**src/sv/odb_pkg.sv**
```systemverilog
// Shared types, constants and helpers for the OID DER body decoder.
// Used by odb_core, odb_result_queue and oid_der_body_decoder_top.
`default_nettype none

package odb_pkg;

  // Default width of the component accumulator.
  localparam int CompBitsDefault = 32;

  // Width of the component field of a result.
  localparam int CompOutBits = 32;

  // Multiplier and shift that turn an 8-bit division by 40 into a multiply.
  localparam logic [15:0] Div40Mul = 16'd205;
  localparam int Div40Shift = 13;
  localparam logic [7:0] FirstByteBase = 8'd40;

  // Result status codes.
  typedef enum logic [1:0] {
    StOk         = 2'd0,
    StTooLong    = 2'd1,
    StUnfinished = 2'd2
  } odb_status_t;

  // One decoded result transaction.
  typedef struct packed {
    logic [CompOutBits-1:0] component;
    odb_status_t            status;
    logic                   run_last;
    logic                   oid_end;
  } odb_result_t;

  // Up to two results produced by one accepted byte.
  typedef struct packed {
    logic [1:0]  count;
    odb_result_t r0;
    odb_result_t r1;
  } odb_push_t;

  // Quotient of an 8-bit value by 40 (0 to 6).
  function automatic logic [2:0] div40(input logic [7:0] b);
    logic [15:0] prod;
    prod = {8'd0, b} * Div40Mul;
    return prod[Div40Shift+2:Div40Shift];
  endfunction

  // Remainder of an 8-bit value by 40, given its quotient.
  function automatic logic [5:0] rem40(input logic [7:0] b, input logic [2:0] q);
    logic [7:0] diff;
    diff = b - ({5'd0, q} * FirstByteBase);
    return diff[5:0];
  endfunction

endpackage

`default_nettype wire

```
**src/sv/odb_core.sv**
```systemverilog
// Byte decoder: holds the component state and turns each accepted byte
// into zero, one or two results. Depends on odb_pkg.
`default_nettype none

module odb_core #(
  parameter int COMPONENT_BITS = odb_pkg::CompBitsDefault
) (
  input  wire logic             clk,
  input  wire logic             rst,
  input  wire logic             accept,
  input  wire logic [7:0]       data_byte,
  input  wire logic             start_byte,
  input  wire logic             final_byte,
  output odb_pkg::odb_push_t    push
);

  localparam int Limit = COMPONENT_BITS / 7;
  localparam int CntW  = $clog2(Limit + 1);
  localparam logic [CntW-1:0] LimitC = CntW'(Limit);

  logic [COMPONENT_BITS-1:0] accumulator, accumulator_next;
  logic [CntW-1:0]           byte_count, byte_count_next;
  logic                      pending_flag, pending_flag_next;
  logic                      discarding, discarding_next;

  logic [COMPONENT_BITS+6:0]  acc_wide;
  logic [COMPONENT_BITS-1:0]  acc_shift;
  logic [COMPONENT_BITS+31:0] comp_wide;
  logic [2:0]                 first_hi;
  logic [5:0]                 first_lo;
  odb_pkg::odb_push_t         push_c;

  // Shift the low seven bits of the byte into the accumulator.
  assign acc_wide  = {accumulator, data_byte[6:0]};
  assign acc_shift = acc_wide[COMPONENT_BITS-1:0];
  assign comp_wide = {32'd0, acc_shift};

  // The first byte splits into two components.
  assign first_hi = odb_pkg::div40(data_byte);
  assign first_lo = odb_pkg::rem40(data_byte, first_hi);

  // Next state and results for one byte.
  always_comb begin
    accumulator_next  = accumulator;
    byte_count_next   = byte_count;
    pending_flag_next = pending_flag;
    discarding_next   = discarding;
    push_c            = '0;
    push_c.r0.status  = odb_pkg::StOk;
    push_c.r1.status  = odb_pkg::StOk;
    priority if (start_byte) begin
      accumulator_next    = '0;
      byte_count_next     = '0;
      pending_flag_next   = 1'b0;
      discarding_next     = 1'b0;
      push_c.count        = 2'd2;
      push_c.r0.component = {29'd0, first_hi};
      push_c.r1.component = {26'd0, first_lo};
      push_c.r1.run_last  = 1'b1;
      push_c.r1.oid_end   = final_byte;
    end else if (discarding) begin
      if (final_byte) begin
        discarding_next = 1'b0;
      end
    end else if (byte_count >= LimitC) begin
      accumulator_next   = '0;
      byte_count_next    = '0;
      pending_flag_next  = 1'b0;
      discarding_next    = !final_byte;
      push_c.count       = 2'd1;
      push_c.r0.status   = odb_pkg::StTooLong;
      push_c.r0.run_last = 1'b1;
      push_c.r0.oid_end  = 1'b1;
    end else if (!data_byte[7]) begin
      accumulator_next    = '0;
      byte_count_next     = '0;
      pending_flag_next   = 1'b0;
      push_c.count        = 2'd1;
      push_c.r0.component = comp_wide[31:0];
      push_c.r0.run_last  = 1'b1;
      push_c.r0.oid_end   = final_byte;
    end else if (final_byte) begin
      accumulator_next   = '0;
      byte_count_next    = '0;
      pending_flag_next  = 1'b0;
      push_c.count       = 2'd1;
      push_c.r0.status   = odb_pkg::StUnfinished;
      push_c.r0.run_last = 1'b1;
      push_c.r0.oid_end  = 1'b1;
    end else begin
      accumulator_next  = acc_shift;
      byte_count_next   = byte_count + 1'b1;
      pending_flag_next = 1'b1;
    end
  end

  // Results only leave on an accepted byte.
  always_comb begin
    push = push_c;
    if (!accept) begin
      push.count = 2'd0;
    end
  end

  // Component state.
  always_ff @(posedge clk) begin
    if (rst) begin
      accumulator  <= '0;
      byte_count   <= '0;
      pending_flag <= 1'b0;
      discarding   <= 1'b0;
    end else if (accept) begin
      accumulator  <= accumulator_next;
      byte_count   <= byte_count_next;
      pending_flag <= pending_flag_next;
      discarding   <= discarding_next;
    end
  end

  // An open component always has at least one byte counted.
  a_pending_count: assert property (@(posedge clk) disable iff (rst)
    pending_flag == (byte_count != '0))
    else $error("pending flag disagrees with byte count");

  // While bytes are dropped no component is open.
  a_discard_clear: assert property (@(posedge clk) disable iff (rst)
    discarding |-> (byte_count == '0 && accumulator == '0))
    else $error("component state left open while discarding");

  // The byte count never passes the length limit.
  a_count_limit: assert property (@(posedge clk) disable iff (rst)
    byte_count <= LimitC)
    else $error("byte count beyond limit");

endmodule

`default_nettype wire

```
**src/sv/odb_result_queue.sv**
```systemverilog
// Three-entry result queue: takes up to two results per cycle, gives one unless out_stall is high.
// Depends on odb_pkg.
`default_nettype none

module odb_result_queue (
  input  wire logic               clk,
  input  wire logic               rst,
  input  wire odb_pkg::odb_push_t push,
  output logic                    full,
  output logic                    out_valid,
  input  wire logic               out_stall,
  output odb_pkg::odb_result_t    out_head
);

  odb_pkg::odb_result_t slot [3];
  logic [1:0] count, count_next;
  logic [1:0] base, base_plus;
  logic       pop;

  // Room is kept for a first byte's two results.
  assign full      = (count > 2'd1);
  assign out_valid = (count != 2'd0);
  assign out_head  = slot[0];
  assign pop       = out_valid && !out_stall;

  assign base       = count - {1'b0, pop};
  assign base_plus  = base + 2'd1;
  assign count_next = base + push.count;

  // Shift down on a transaction, then write new results behind the rest.
  always_ff @(posedge clk) begin
    for (int i = 0; i < 3; i++) begin
      if (push.count != 2'd0 && base == 2'(i)) begin
        slot[i] <= push.r0;
      end else if (push.count == 2'd2 && base_plus == 2'(i)) begin
        slot[i] <= push.r1;
      end else if (pop && i < 2) begin
        slot[i] <= slot[i+1];
      end
    end
  end

  always_ff @(posedge clk) begin
    if (rst) begin
      count <= 2'd0;
    end else begin
      count <= count_next;
    end
  end

  // Results are only written when room for two was there.
  a_no_overflow: assert property (@(posedge clk) disable iff (rst)
    (push.count != 2'd0) |-> !full)
    else $error("results written into a full queue");

  // A lone transaction out lowers the fill by one.
  a_pop_count: assert property (@(posedge clk) disable iff (rst)
    (pop && push.count == 2'd0) |=> count == $past(count) - 2'd1)
    else $error("queue fill wrong after transaction");

endmodule

`default_nettype wire

```
**src/sv/oid_der_body_decoder_top.sv**
```systemverilog
// Decodes DER object identifier content bytes, one byte per transaction,
// into identifier components. A byte that produces one result or none is
// taken every cycle while the result queue is not full; a first byte produces
// two results and so stalls input until one of them has been taken. Input
// stall follows the fill of a three-entry result queue, which stalls input
// once two or more results are waiting; every result passes through it.
// Depends on odb_pkg, odb_core and odb_result_queue.
`default_nettype none

module oid_der_body_decoder_top #(
  parameter int COMPONENT_BITS = odb_pkg::CompBitsDefault
) (
  input  wire logic        clk,
  input  wire logic        rst,
  input  wire logic        byte_valid,
  output logic             byte_stall,
  input  wire logic [7:0]  data_byte,
  input  wire logic        start_byte,
  input  wire logic        final_byte,
  output logic             result_valid,
  input  wire logic        result_stall,
  output logic [31:0]      component,
  output logic [1:0]       status,
  output logic             run_last,
  output logic             oid_end
);

  odb_pkg::odb_push_t   push;
  odb_pkg::odb_result_t head;
  logic                 full;
  logic                 accept;

  // Input transaction.
  assign byte_stall = full;
  assign accept     = byte_valid && !full;

  odb_core #(
    .COMPONENT_BITS(COMPONENT_BITS)
  ) u_core (
    .clk        (clk),
    .rst        (rst),
    .accept     (accept),
    .data_byte  (data_byte),
    .start_byte (start_byte),
    .final_byte (final_byte),
    .push       (push)
  );

  odb_result_queue u_queue (
    .clk       (clk),
    .rst       (rst),
    .push      (push),
    .full      (full),
    .out_valid (result_valid),
    .out_stall (result_stall),
    .out_head  (head)
  );

  // Result fields.
  assign component = head.component;
  assign status    = head.status;
  assign run_last  = head.run_last;
  assign oid_end   = head.oid_end;

endmodule

`default_nettype wire

```
**config.mk**
```make
export PLATFORM = sky130hd
export DESIGN_NAME = oid_der_body_decoder_top
export DESIGN_NICKNAME = d
export VERILOG_FILES = /design/src/sv/odb_pkg.sv /design/src/sv/odb_core.sv /design/src/sv/odb_result_queue.sv /design/src/sv/oid_der_body_decoder_top.sv
export SDC_FILE = /design/constraint.sdc
export NUM_CORES = 1
export LEC_CHECK = 0
export ABC_AREA = 0
export BUFFER_PORTS_ARGS = -buffer_cell sky130_fd_sc_hd__buf_2
export CORE_ASPECT_RATIO = 0.5
export CORE_MARGIN = 3
export CORE_UTILIZATION = 55
export CTS_CLUSTER_DIAMETER = 100
export DETAILED_ROUTE_END_ITERATION = 12
export HOLD_SLACK_MARGIN = 0.02
export PLACE_DENSITY = 0.81
export SLEW_MARGIN = 20
export SYNTH_ARGS = -nofsm -noshare
export SYNTH_HDL_FRONTEND = slang
export SYNTH_HIERARCHICAL = 1
export SYNTH_SLANG_ARGS = --single-unit
```
**constraint.sdc**
```tcl
create_clock -name clk -period 7.6 [get_ports clk]
set_clock_uncertainty 0.2 [all_clocks]
set_input_delay 1.52 -clock clk [delete_from_list [all_inputs] [get_ports clk]]
set_output_delay 1.52 -clock clk [all_outputs]
set_load 0.01 [all_outputs]
```
==> Word-level counts from Yosys, hierarchy flattened <==
Memory sizes are Yosys's and may differ from the RTL's.
Index checks and enable logic that the tools add are counted.
{ "word_totals": {"ff_bits": 31, "mem_bits_rw": 108, "inputBits": 14, "output_inout_bits": 38, "wordCells": 101, "memories": 1} }
{ "op_classes": {"add_sub_neg": 5, "n_mul": 2, "magnitude_cmp": 2, "n_eq_ne": 6, "mux": 59, "n_bitwise": 5, "reduce_logical": 17} }
{ "mem_list": {"columns": ["name", "depth", "width", "read_ports", "rd_ports_with_merged_regs", "write_ports", "line", "text"], "rows": [
  ["u_queue.slot", 3, 36, 3, 0, 2, "odb_result_queue.sv:15", "odb_pkg::odb_result_t slot [3];"]
]} }
{ "op_table": {"columns": ["op", "n"], "rows": [
  ["36-bit 2-to-1 mux", 6],
  ["25-bit 2-to-1 mux", 5],
  ["32-bit 2-to-1 mux", 2],
  ["38-bit 2-to-1 mux", 1],
  ["36-bit OR reduction", 1],
  ["34-bit 2-to-1 mux", 1],
  ["1-bit 2-to-1 mux", 29],
  ["8-bit by 8-bit multiplier with 16-bit output, second input constant", 1],
  ["3-bit 2-to-1 mux", 5],
  ["2-bit 2-to-1 mux", 6],
  ["4-bit 2-to-1 mux", 3],
  ["1-bit logical AND", 8],
  ["2-bit == test, second input constant", 3],
  ["6-bit 2-to-1 mux", 1],
  ["6-bit subtractor", 1],
  ["1-bit OR", 5],
  ["2-bit by 1-bit == test with 1-bit output, second input constant", 2],
  ["2-bit logical NOT", 2],
  ["2-bit nonzero test", 2],
  ["3-bit by 1-bit adder with 3-bit output, second input constant", 1],
  ["3-bit greater-or-equal comparator, second input constant", 1],
  ["1-bit logical NOT", 3],
  ["3-bit by 3-bit multiplier with 3-bit output, second input constant", 1],
  ["2-bit by 1-bit adder with 2-bit output, second input constant", 1],
  ["5 further kinds", 5]
]} }

==> Logic depth before layout (Yosys ltp) <==
Gate-level depths: netlist of run 1.
{ "logic_depth": {"ltp_word": 14, "ltp_mapped": 21, "mapped_depth_nobuf": 21} }

==> Modules after synthesis <==
The synthesis of run 1 kept the hierarchy.
{ "by_module_without_submodules": {"columns": ["module", "instances", "cells_per_inst", "area_per_inst_um2", "seq_area_each_um2"], "rows": [
  ["odb_result_queue", 1, 387, 5755.5, 3283.1],
  ["odb_core", 1, 326, 2791.4, 580.6],
  ["oid_der_body_decoder_top", 1, 1, 13.8, 0.0]
]} }

==> Worst setup path before layout of run 1 <==
Ideal clock, no wire load.
{ "synth_timing": {"path_kind": "input -> register", "start": "input data_byte[4]", "end": "memory u_queue/slot[1][9] (netlist bit) (data pin)", "setup_time_ps": 260, "arrival_time_ps": 5993, "required_ps": 7140, "path_slack_ps": 1147, "cell_stages": 20, "n_path_buf": 0, "path_cell_list": "ha_1 > ha_1 > inv_1 > fa_1 > fa_1 > inv_1 > ha_1 > and4_1 > a22o_2 > a31oi_1 > mux2_4 > or2_1 > ha_1 > inv_1 > fa_1 > xor2_1 > xnor2_1 > mux2i_1 > mux2_4 > mux2_2"} }
{ "synth_rtl": {"columns": ["item", "line", "text"], "rows": [
  ["start, declared", "oid_der_body_decoder_top.sv:17", "input wire logic [7:0] data_byte,"],
  ["end, declared", "odb_result_queue.sv:15", null]
]} }

==> impl_metrics.toml, run 1 <==
[outcome]
outcome = "complete, no violations"

[timing]
rsz0062_at_grt = "false"
fmax_ghz = 0.1543
max_slew_margin_pct = 38.71
setup_tns_ns = 0
finalHoldViolCount = 0
period_share_pct = 85.29
setup_violations = 0
post-route-min-period_ns = 6.482
tightest_slew_ns = 0.9193
whs_ns = 0.3184
report.final.slew_viol_count = 0

[worst_setup_path]
crit_buf_inv = 4
path_max_fanout = 7
critPathArrivalTime_ns = 6.45
reg2regPathDepth = 5
worst_path_most_repeated_cell = "ha_1"
r2r-start = "u_queue/count[1]"
cp_slowest_stage_delay_ns = 0.55
worstSetupPathType = "in2reg"
endpoint_kind = "flip-flop"
crit_path_start_kind = "input pin"
crit_path_start = "data_byte[4]"
r2r-end = "u_queue/slot[2][2]"
critical-path-top-delay-family = "adder cells"
worstPathRequired_ns = 7.57
critPathSlowestCell = "fa_1"
crit_chain = "buf_2 -> ha_1 -> ha_1 -> inv_1 -> fa_1 -> fa_1 -> inv_1 -> ha_1 -> and4_1 -> a22o_2 -> a31oi_1 -> mux2_4 -> or2_1 -> ha_1 -> inv_1 -> fa_1 -> xor2_1 -> xnor2_1 -> mux2i_1 -> mux2_4 -> mux2_2"
r2r_slack_ns = 4.13

[synth]
syn_inst = 714
synth_edf_count = 108
synthArstFlopShare_pct = 0
ys.warnings.count = 6
ys.flop_type = "edfxtp_1"
synth_seq_cells = 139
syn_area_per_cell_um2 = 11.99
synth.cell_area_um2 = 8561
ys_seq_area_share_pct = 45.13
netlist-cell-type-count = 58

[die]
die_h_um = 94.22
dieArea_um2 = 17190
core_um2 = 14860
io_pins = 52
die_w_um = 182.4
num_rows = 31
start_util_pct = 57.63

[layout]
final_nets = 825
drive_gt1_share_pct = 27.36
post-route-util_pct = 62.99
n_fill_cell = 1134
layout_commonest_cell = "edfxtp_1"
mostFrequentLayoutCells = "edfxtp_1 (108), mux2_2 (76), nor2_1 (72), buf_2 (51), ha_1 (49)"
antenna_cells = 0
final_cell_count_no_fill = 962
area_growth_pct = 9.310

[global_route]
grt_pass1_wl_um = 27790
grt_antenna_before_repair = 0
grtUsageTotal_pct = 20.71
grt.overflow.total = 0
grt_start_max_net_pins = 41
grt_pass1_vias = 5509

[worst_hold_path]
hold_path_end = "u_core/accumulator[20]"
min_path_cells = 2
worst_hold_path_type = "reg2reg"
min_from = "u_core/accumulator[20]"

[clocking]
htreeDepth = 4
cts_hold_buf = 0
clk_pin_slew_worst_paths_ns = 0.06
cts_sinks = 139
post-cts-setup-buffer-count = 0
tritoncts = "yes"
numCtsBuffers = 17
clk_latency_ns = 0.41
post_cts_resized = 0
clock-root-buffer = "clkbuf_16"
clockBufferDepth = 2

[routing]
dr.pass1.iters = 5
drtIter0Drc = 311
ant_nets = 0
vias = 5421
post_drt_wl_per_cell_um = 17.91
wirelength_um = 17230
drcViolationCount = 0
vias_per_cell = 5.635

[power]
powerDensity_nw_per_um2 = 227.7
cellLeakagePower_nw = 3.938
ir_drop_uv = 197.2

[job]
cap_violations = 0

[placed_design]
hpwl_um = 10960
gp_congestion = 0.8725
dp.cells = 931
port_buffers = 51
[report_power, final]
group,total (mW),internal [mW],switching (mW)
registers,0.901,0.886,0.0146
logic,0.460,0.192,0.268
clock network,0.770,0.472,0.298
[kinds of logic after synthesis]
family | count (synthesis) | synth area share [%]
and+or+nand+nor | 148 | 8.872
buffers and inverters | 101 | 6.928
xor gates and xnor gates | 12 | 1.228
muxes | 148 | 20.30
DFF | 139 | 45.13
adders and majority gates | 59 | 9.500
AOI/OAI and AO/OA | 106 | 7.995
other | 1 | 0.04380
[state kept, by name, summed over array words and instances, names as in the netlist]
register / count
u_core/accumulator: 25
u_queue/count: 2
u_core/discarding: 1
u_core/byte_count: 3
u_queue/slot: 108
[how the worst max path moves through the flow]
stage / slack (ns) / to / cells past startpoint
finish: 1.12 / u_queue/slot[1][9] / 21
global route: 0.89 / u_queue/slot[1][9] / 19
CTS: 1.15 / u_queue/slot[1][9] / 21
detailed placement: 0.71 / u_queue/slot[1][9] / 21
global placement: 0.85 / u_queue/slot[1][9] / 21
floorplan: 1.15 / u_queue/slot[1][9] / 20
[layer usage]
layer / share of wire (%) / routed length, um / GRT usage (%) / vias to the layer above
met5: 0 / 0 / 0 / -
met4: 1.7 / 299 / 8.360 / 0
met3: 4.0 / 696 / 3.790 / 28
met2: 50 / 8642 / 35.97 / 122
met1: 44 / 7590 / 25.85 / 2678
li1: - / - / - / 2593
[cells in the mapped netlist (4+ instances only)]
master    count  area share [%]
edfxtp_1    108              38
mux2_2       76              10
nor2_1       72             3.2
ha_1         49             7.2
a21oi_1      43             2.5
mux2i_1      39             4.6
and2_1       37             2.7
inv_1        33             1.4
mux2_4       32             5.6
dfxtp_1      31             7.2
buf_4        30             2.6
a22oi_1      27             2.4
clkbuf_1     21            0.92
buf_6        13             1.7
nand2_1      12            0.53
fa_1         10             2.3
o21ai_0       9            0.53
xor2_1        8            0.82
a21o_1        4            0.35
nand2b_1      4            0.29
nor3_1        4            0.23
o21ai_1       4            0.23
xnor2_1       4            0.41
[through the flow]
step | setup WS, ns | power [mW] | instance area [um2]
2_1_floorplan | 1.147 | 1.268 | 8662
3_3_place_gp | 0.8469 | 1.355 | 8783
3_5_place_dp | 0.7141 | 1.372 | 8818
4_1_cts | 1.152 | 2.141 | 9358
5_1_grt | 0.8908 | 2.237 | 9358
6_report | 1.118 | 2.131 | 9358
[cell type report]
class,count,area (um2),share of cell area [%]
multi-input combinational,501,4244,45.35
clock buffer,19,432.9,4.626
inverter,34,127.6,1.364
sequential,139,3864,41.29
timing repair buffer,59,335.3,3.583
clock inverter,12,106.4,1.137
tap,198,247.7,2.647
[worst min-delay path: cells and delay by family, from the launching register on]
| family | cells | cell delay [ns] |
|---|---|---|
| AO/OA/AOI/OAI | 1 | 0.08 |
| flip-flops | 1 | 0.33 |
| AND/OR/NAND/NOR | 1 | 0.08 |
No activity file was read; power rests on OpenSTA's default activity.
==> inputs of run 2 (changes only) <==
--- a/config.mk
+++ b/config.mk
@@ -6,14 +6,16 @@
 export NUM_CORES = 1
 export LEC_CHECK = 0
 export ABC_AREA = 0
-export BUFFER_PORTS_ARGS = -buffer_cell sky130_fd_sc_hd__buf_2
+export BUFFER_PORTS_ARGS = -buffer_cell sky130_fd_sc_hd__clkbuf_2
+export CELL_PAD_IN_SITES_DETAIL_PLACEMENT = 0
+export CELL_PAD_IN_SITES_GLOBAL_PLACEMENT = 2
 export CORE_ASPECT_RATIO = 0.5
 export CORE_MARGIN = 3
-export CORE_UTILIZATION = 55
+export CORE_UTILIZATION = 46
 export CTS_CLUSTER_DIAMETER = 100
 export DETAILED_ROUTE_END_ITERATION = 12
 export HOLD_SLACK_MARGIN = 0.02
-export PLACE_DENSITY = 0.81
+export PLACE_DENSITY = 0.94
 export SLEW_MARGIN = 20
 export SYNTH_ARGS = -nofsm -noshare
 export SYNTH_HDL_FRONTEND = slang
==> constraint.sdc (replaced) <==
create_clock -name clk -period 7.81 [get_ports clk]
set_clock_uncertainty 0.2 [all_clocks]
set_input_delay 1.562 -clock clk [delete_from_list [all_inputs] [get_ports clk]]
set_output_delay 1.562 -clock clk [all_outputs]
set_load 0.01 [all_outputs]
==> run 2 against run 1 <==
Net effect: clock power is 0.9% lower; sequential share of layout area is 0.20 points lower; flip-flop and latch count unchanged; cell count is 4.0% higher; routed wire length fell by 0.53%; sequential power shrank 2.8%; clock-buffer cell count shrank 1; via count shrank 2.6%; critical path type unchanged; worst setup slack gained 0.19 ns; first-iteration DRC count up 3.5%; die area rose by 19%; utilization fell by 10 points.
==> impl_metrics.toml, run 2 (synthesis gave the netlist of run 1 again) <==
[placed_design]
port_buffers = 51
dp.cells = 968
gp_congestion = 0.7867
hpwl_um = 10670

[worst_setup_path]
cp_slowest_stage_delay_ns = 0.56
endpoint_kind = "flip-flop"
worst_path_most_repeated_cell = "ha_1"
critPathSlowestCell = "fa_1"
r2r_slack_ns = 4.36
crit_buf_inv = 4
worstPathRequired_ns = 7.78
path_max_fanout = 7
crit_chain = "clkbuf_2 -> ha_1 -> ha_1 -> inv_1 -> fa_1 -> fa_1 -> inv_1 -> ha_1 -> and4_1 -> a22o_2 -> a31oi_1 -> mux2_4 -> or2_1 -> ha_1 -> inv_1 -> fa_1 -> xor2_1 -> xnor2_1 -> mux2i_1 -> mux2_4 -> mux2_2"
worstSetupPathType = "in2reg"
critPathArrivalTime_ns = 6.47
critical-path-top-delay-family = "adder cells"
crit_path_start_kind = "input pin"

[clocking]
clk_latency_ns = 0.40
clockBufferDepth = 2
numCtsBuffers = 17
cts_hold_buf = 0
tritoncts = "yes"
clk_pin_slew_worst_paths_ns = 0.06
post-cts-setup-buffer-count = 0
cts_sinks = 139
htreeDepth = 4
clock-root-buffer = "clkbuf_16"
post_cts_resized = 0

[die]
dieArea_um2 = 20380
die_h_um = 102.5
start_util_pct = 48.14
io_pins = 52
core_um2 = 17780
num_rows = 34
die_w_um = 198.9

[timing]
finalHoldViolCount = 0
rsz0062_at_grt = "false"
post-route-min-period_ns = 6.507
setup_tns_ns = 0
setup_violations = 0
fmax_ghz = 0.1537
report.final.slew_viol_count = 0
period_share_pct = 83.31
tightest_slew_ns = 0.9243
max_slew_margin_pct = 38.38

[layout]
final_cell_count_no_fill = 1000
seq_area_um2 = 3864
area_growth_pct = 9.836
mostFrequentLayoutCells = "edfxtp_1 (108), mux2_2 (76), nor2_1 (72), clkbuf_2 (51), ha_1 (49)"
n_fill_cell = 1536
final_nets = 826
post-route-util_pct = 52.88
largest_register = "u_queue/slot"
drive_gt1_share_pct = 27.55
antenna_cells = 0
layout_commonest_cell = "edfxtp_1"
largest_reg_flops = 108
reg_top3 = "u_queue/slot x108, u_core/accumulator x25, u_core/byte_count x3"
multi_input_area_um2 = 4237

[routing]
wirelength_um = 17140
drcViolationCount = 0
post_drt_wl_per_cell_um = 17.14
dr.pass1.iters = 5
vias = 5278
vias_per_cell = 5.278
ant_nets = 0
drtIter0Drc = 322

[power]
cellLeakagePower_nw = 3.931
powerDensity_nw_per_um2 = 221.7
ir_drop_uv = 161.6
p_total_mw = 2.084

[global_route]
grtUsageTotal_pct = 17.24
grt_start_max_net_pins = 73
grt_antenna_before_repair = 0
grt_pass1_vias = 5296
grt.overflow.total = 0
grt_pass1_wl_um = 27290

[worst_hold_path]
worst_hold_path_type = "reg2reg"

[outcome]
outcome = "complete, no violations"

[job]
cap_violations = 0
[run 2: area by class of cell]
cell class / count / area share (%)
Clock inverter: 14 / 1.384
Sequential cell: 139 / 41.09
Inverter: 34 / 1.357
Timing Repair Buffer: 60 / 3.433
Multi-Input combinational cell: 501 / 45.06
Tap cell: 234 / 3.114
Clock buffer: 18 / 4.564
[run 2: power by group]
group          switching [mW]  leakage, nW  internal [mW]  total, mW
logic                   0.259         2.33          0.185      0.444
clock network           0.299        0.266          0.464      0.763
registers              0.0145         1.34          0.862      0.876
[run 2: metrics by stage]
step / cell area (um2) / hold slack, ns / setup WS (ns)
2_1_floorplan: 8662 / 0.2695 / 1.315
3_3_place_gp: 8843 / 0.2852 / 0.9763
3_5_place_dp: 8843 / 0.2908 / 0.8564
4_1_cts: 9403 / 0.3251 / 1.297
5_1_grt: 9403 / 0.3492 / 1.053
6_report: 9403 / 0.3131 / 1.303
[run 2: worst min-delay path: cells and delay by family, from the launching register on]
kind	cells	cell delay [ns]
compound gates	1	0.08
flops	1	0.32
simple gates	1	0.08
[run 2: path summary, 6_finish.rpt]
check / cells after the start / from / to
setup / recovery: 21 / data_byte[4] / u_queue/slot[1][9]
hold / removal: 2 / u_core/accumulator[21] / u_core/accumulator[21]
setup reg to reg: 6 / u_queue/count[1] / u_queue/slot[0][28]
hold reg to reg: 2 / u_core/accumulator[21] / u_core/accumulator[21]
[run 2: routing by layer]
layer	up-vias	part of all wire, %	global-route usage, %
met4	0	0.67	4.153
met2	103	48	29.33
met5	-	0	0
met1	2567	48	23.02
li1	2600	-	-
met3	8	3.8	3.426
==> inputs of run 3 (changes only) <==
--- a/config.mk
+++ b/config.mk
@@ -11,11 +11,11 @@
 export CELL_PAD_IN_SITES_GLOBAL_PLACEMENT = 2
 export CORE_ASPECT_RATIO = 0.5
 export CORE_MARGIN = 3
-export CORE_UTILIZATION = 46
+export CORE_UTILIZATION = 43
 export CTS_CLUSTER_DIAMETER = 100
 export DETAILED_ROUTE_END_ITERATION = 12
 export HOLD_SLACK_MARGIN = 0.02
-export PLACE_DENSITY = 0.94
+export PLACE_DENSITY = 0.89
 export SLEW_MARGIN = 20
 export SYNTH_ARGS = -nofsm -noshare
 export SYNTH_HDL_FRONTEND = slang
==> constraint.sdc (replaced) <==
create_clock -name clk -period 6.8 [get_ports clk]
set_clock_uncertainty 0.2 [all_clocks]
set_input_delay 1.36 -clock clk [delete_from_list [all_inputs] [get_ports clk]]
set_output_delay 1.36 -clock clk [all_outputs]
set_load 0.01 [all_outputs]
==> run 3 against run 2 <==
Net effect: largest cell class unchanged; die area up 6.7%; combinational power up 15%; hold slack worse by 0.010 ns; flip-flop and latch count unchanged.
==> impl_metrics.toml, run 3 (synthesis gave the netlist of run 1 again) <==
[worst_setup_path]
worstPathRequired_ns = 6.76
endpoint_kind = "flip-flop"
r2r_slack_ns = 3.40
crit_chain = "clkbuf_2 -> ha_1 -> ha_1 -> inv_1 -> fa_1 -> fa_1 -> inv_1 -> ha_1 -> and4_1 -> a22o_2 -> a31oi_1 -> mux2_4 -> or2_1 -> ha_1 -> inv_1 -> fa_1 -> xor2_1 -> xnor2_1 -> mux2i_1 -> mux2_4 -> mux2_2"
crit_buf_inv = 4
critPathSlowestCell = "fa_1"
r2r-end = "u_queue/slot[0][21]"
critical-path-top-delay-family = "adder cells"
path_max_fanout = 7
reg2regPathDepth = 6
critPathArrivalTime_ns = 6.27
worst_path_most_repeated_cell = "ha_1"
cp_slowest_stage_delay_ns = 0.55
crit_path_start = "data_byte[1]"
r2r-start = "u_queue/count[1]"
crit_path_start_kind = "input pin"
worstSetupPathType = "in2reg"

[routing]
drcViolationCount = 0
vias_per_cell = 5.156
drtIter0Drc = 257
vias = 5295
ant_nets = 0
post_drt_wl_per_cell_um = 16.78
dr.pass1.iters = 5
wirelength_um = 17240

[timing]
finalHoldViolCount = 0
period_share_pct = 92.82
tightest_slew_ns = 0.9269
post-route-min-period_ns = 6.312
max_slew_margin_pct = 38.21
rsz0062_at_grt = "false"
setup_tns_ns = 0
setup_ws_ns = 0.4884
report.final.slew_viol_count = 0
fmax_ghz = 0.1584
setup_violations = 0

[clocking]
cts_sinks = 139
cts_hold_buf = 0
tritoncts = "yes"
clk_latency_ns = 0.40
clk_pin_slew_worst_paths_ns = 0.06
clockBufferDepth = 2
post-cts-setup-buffer-count = 0
clock-root-buffer = "clkbuf_16"
numCtsBuffers = 17
post_cts_resized = 0
htreeDepth = 4

[global_route]
grt_antenna_before_repair = 0
grt_start_max_net_pins = 73
grt_pass1_vias = 5633
grt.overflow.total = 0
grtUsageTotal_pct = 16.64
grt_pass1_wl_um = 28890

[layout]
multi_input_area_um2 = 4245
largest_register = "u_queue/slot"
final_nets = 828
mostFrequentLayoutCells = "edfxtp_1 (108), mux2_2 (76), nor2_1 (72), clkbuf_2 (51), ha_1 (49)"
reg_top3 = "u_queue/slot x108, u_core/accumulator x25, u_core/byte_count x3"
seq_area_um2 = 3864
area_growth_pct = 10.76
layout_commonest_cell = "edfxtp_1"
drive_gt1_share_pct = 27.73
n_fill_cell = 1691
postLayoutCellArea_um2 = 9482
antenna_cells = 0
largest_reg_flops = 108

[worst_hold_path]
hold_path_end = "u_core/accumulator[22]"
min_path_cells = 2
min_from = "u_core/accumulator[22]"
worst_hold_path_type = "reg2reg"

[die]
io_pins = 52
die_w_um = 205.5
num_rows = 35
core_um2 = 18960
dieArea_um2 = 21740
start_util_pct = 45.15
die_h_um = 105.8

[power]
powerDensity_nw_per_um2 = 256.4
cellLeakagePower_nw = 3.949
ir_drop_uv = 186.2

[outcome]
outcome = "complete, no violations"

[placed_design]
port_buffers = 51
hpwl_um = 10990
dp_slack_ns = 0.05393
gp_congestion = 0.7723
postPlaceCellArea_um2 = 8890

[job]
cap_violations = 0
-- run 3: changes by cell type in the layout (fill, tap and decap cells not counted) --
cell / previous run / this run
clkinv_1: 4 / 3
clkinvlp_4: 3 / 4
clkinv_4: 2 / 0
clkinv_2: 3 / 2
nor4_4: 0 / 1
nor4_2: 1 / 0
buf_4: 9 / 11
bufinv_16: 2 / 3
inv_6: 0 / 1
clkbuf_1: 1 / 2
-- run 3: how the worst max path moves through the flow --
stage	cells after the start	to
finish	21	u_queue/slot[1][9]
global route	21	u_queue/slot[1][9]
CTS	21	u_queue/slot[1][9]
detailed placement	21	u_queue/slot[1][9]
global placement	21	u_queue/slot[1][9]
floorplan	20	u_queue/slot[1][9]
-- run 3: layer usage --
metal	up-vias	global-route usage, %	routed length, um
li1	2607	-	-
met1	2598	22.74	8311
met2	84	27.84	8235
met3	6	2.438	581
met4	0	4.140	107
met5	-	0	0
-- run 3: worst reg2reg max path, cell delays in order, from the launching register on --
cell	delay, ns
dfxtp_1	0.79
nor2b_4	0.13
and3_1	0.30
nand2b_1	0.42
nor2_8	0.82
mux2i_1	0.33
a21oi_1	0.11
-- run 3: power breakdown --
part	total (mW)	switching, mW	leakage, nW	internal (mW)
clock network	0.914	0.342	0.272	0.573
logic	0.509	0.295	2.34	0.213
registers	1.01	0.0180	1.34	0.990
-- run 3: area by class of cell --
cell class                      count  share of cell area, %
Clock buffer                       19                  4.566
Clock inverter                     13                  1.584
Inverter                           34                  1.346
Multi-Input combinational cell    501                  44.77
Sequential cell                   139                  40.75
Tap cell                          259                  3.418
Timing Repair Buffer               62                  3.563
-- run 3: through the flow --
step / utilization, % / power [mW] / hold slack (ns) / cells
after floorplan: - / 1.417 / 0.2695 / 741
after global placement: 46.88 / 1.528 / 0.2848 / 995
after detailed placement: 46.88 / 1.537 / 0.2951 / 995
after CTS: 49.96 / 2.458 / 0.3073 / 1027
after global routing: 50.00 / 2.569 / 0.3437 / 1027
final: 50.00 / 2.431 / 0.3027 / 1027
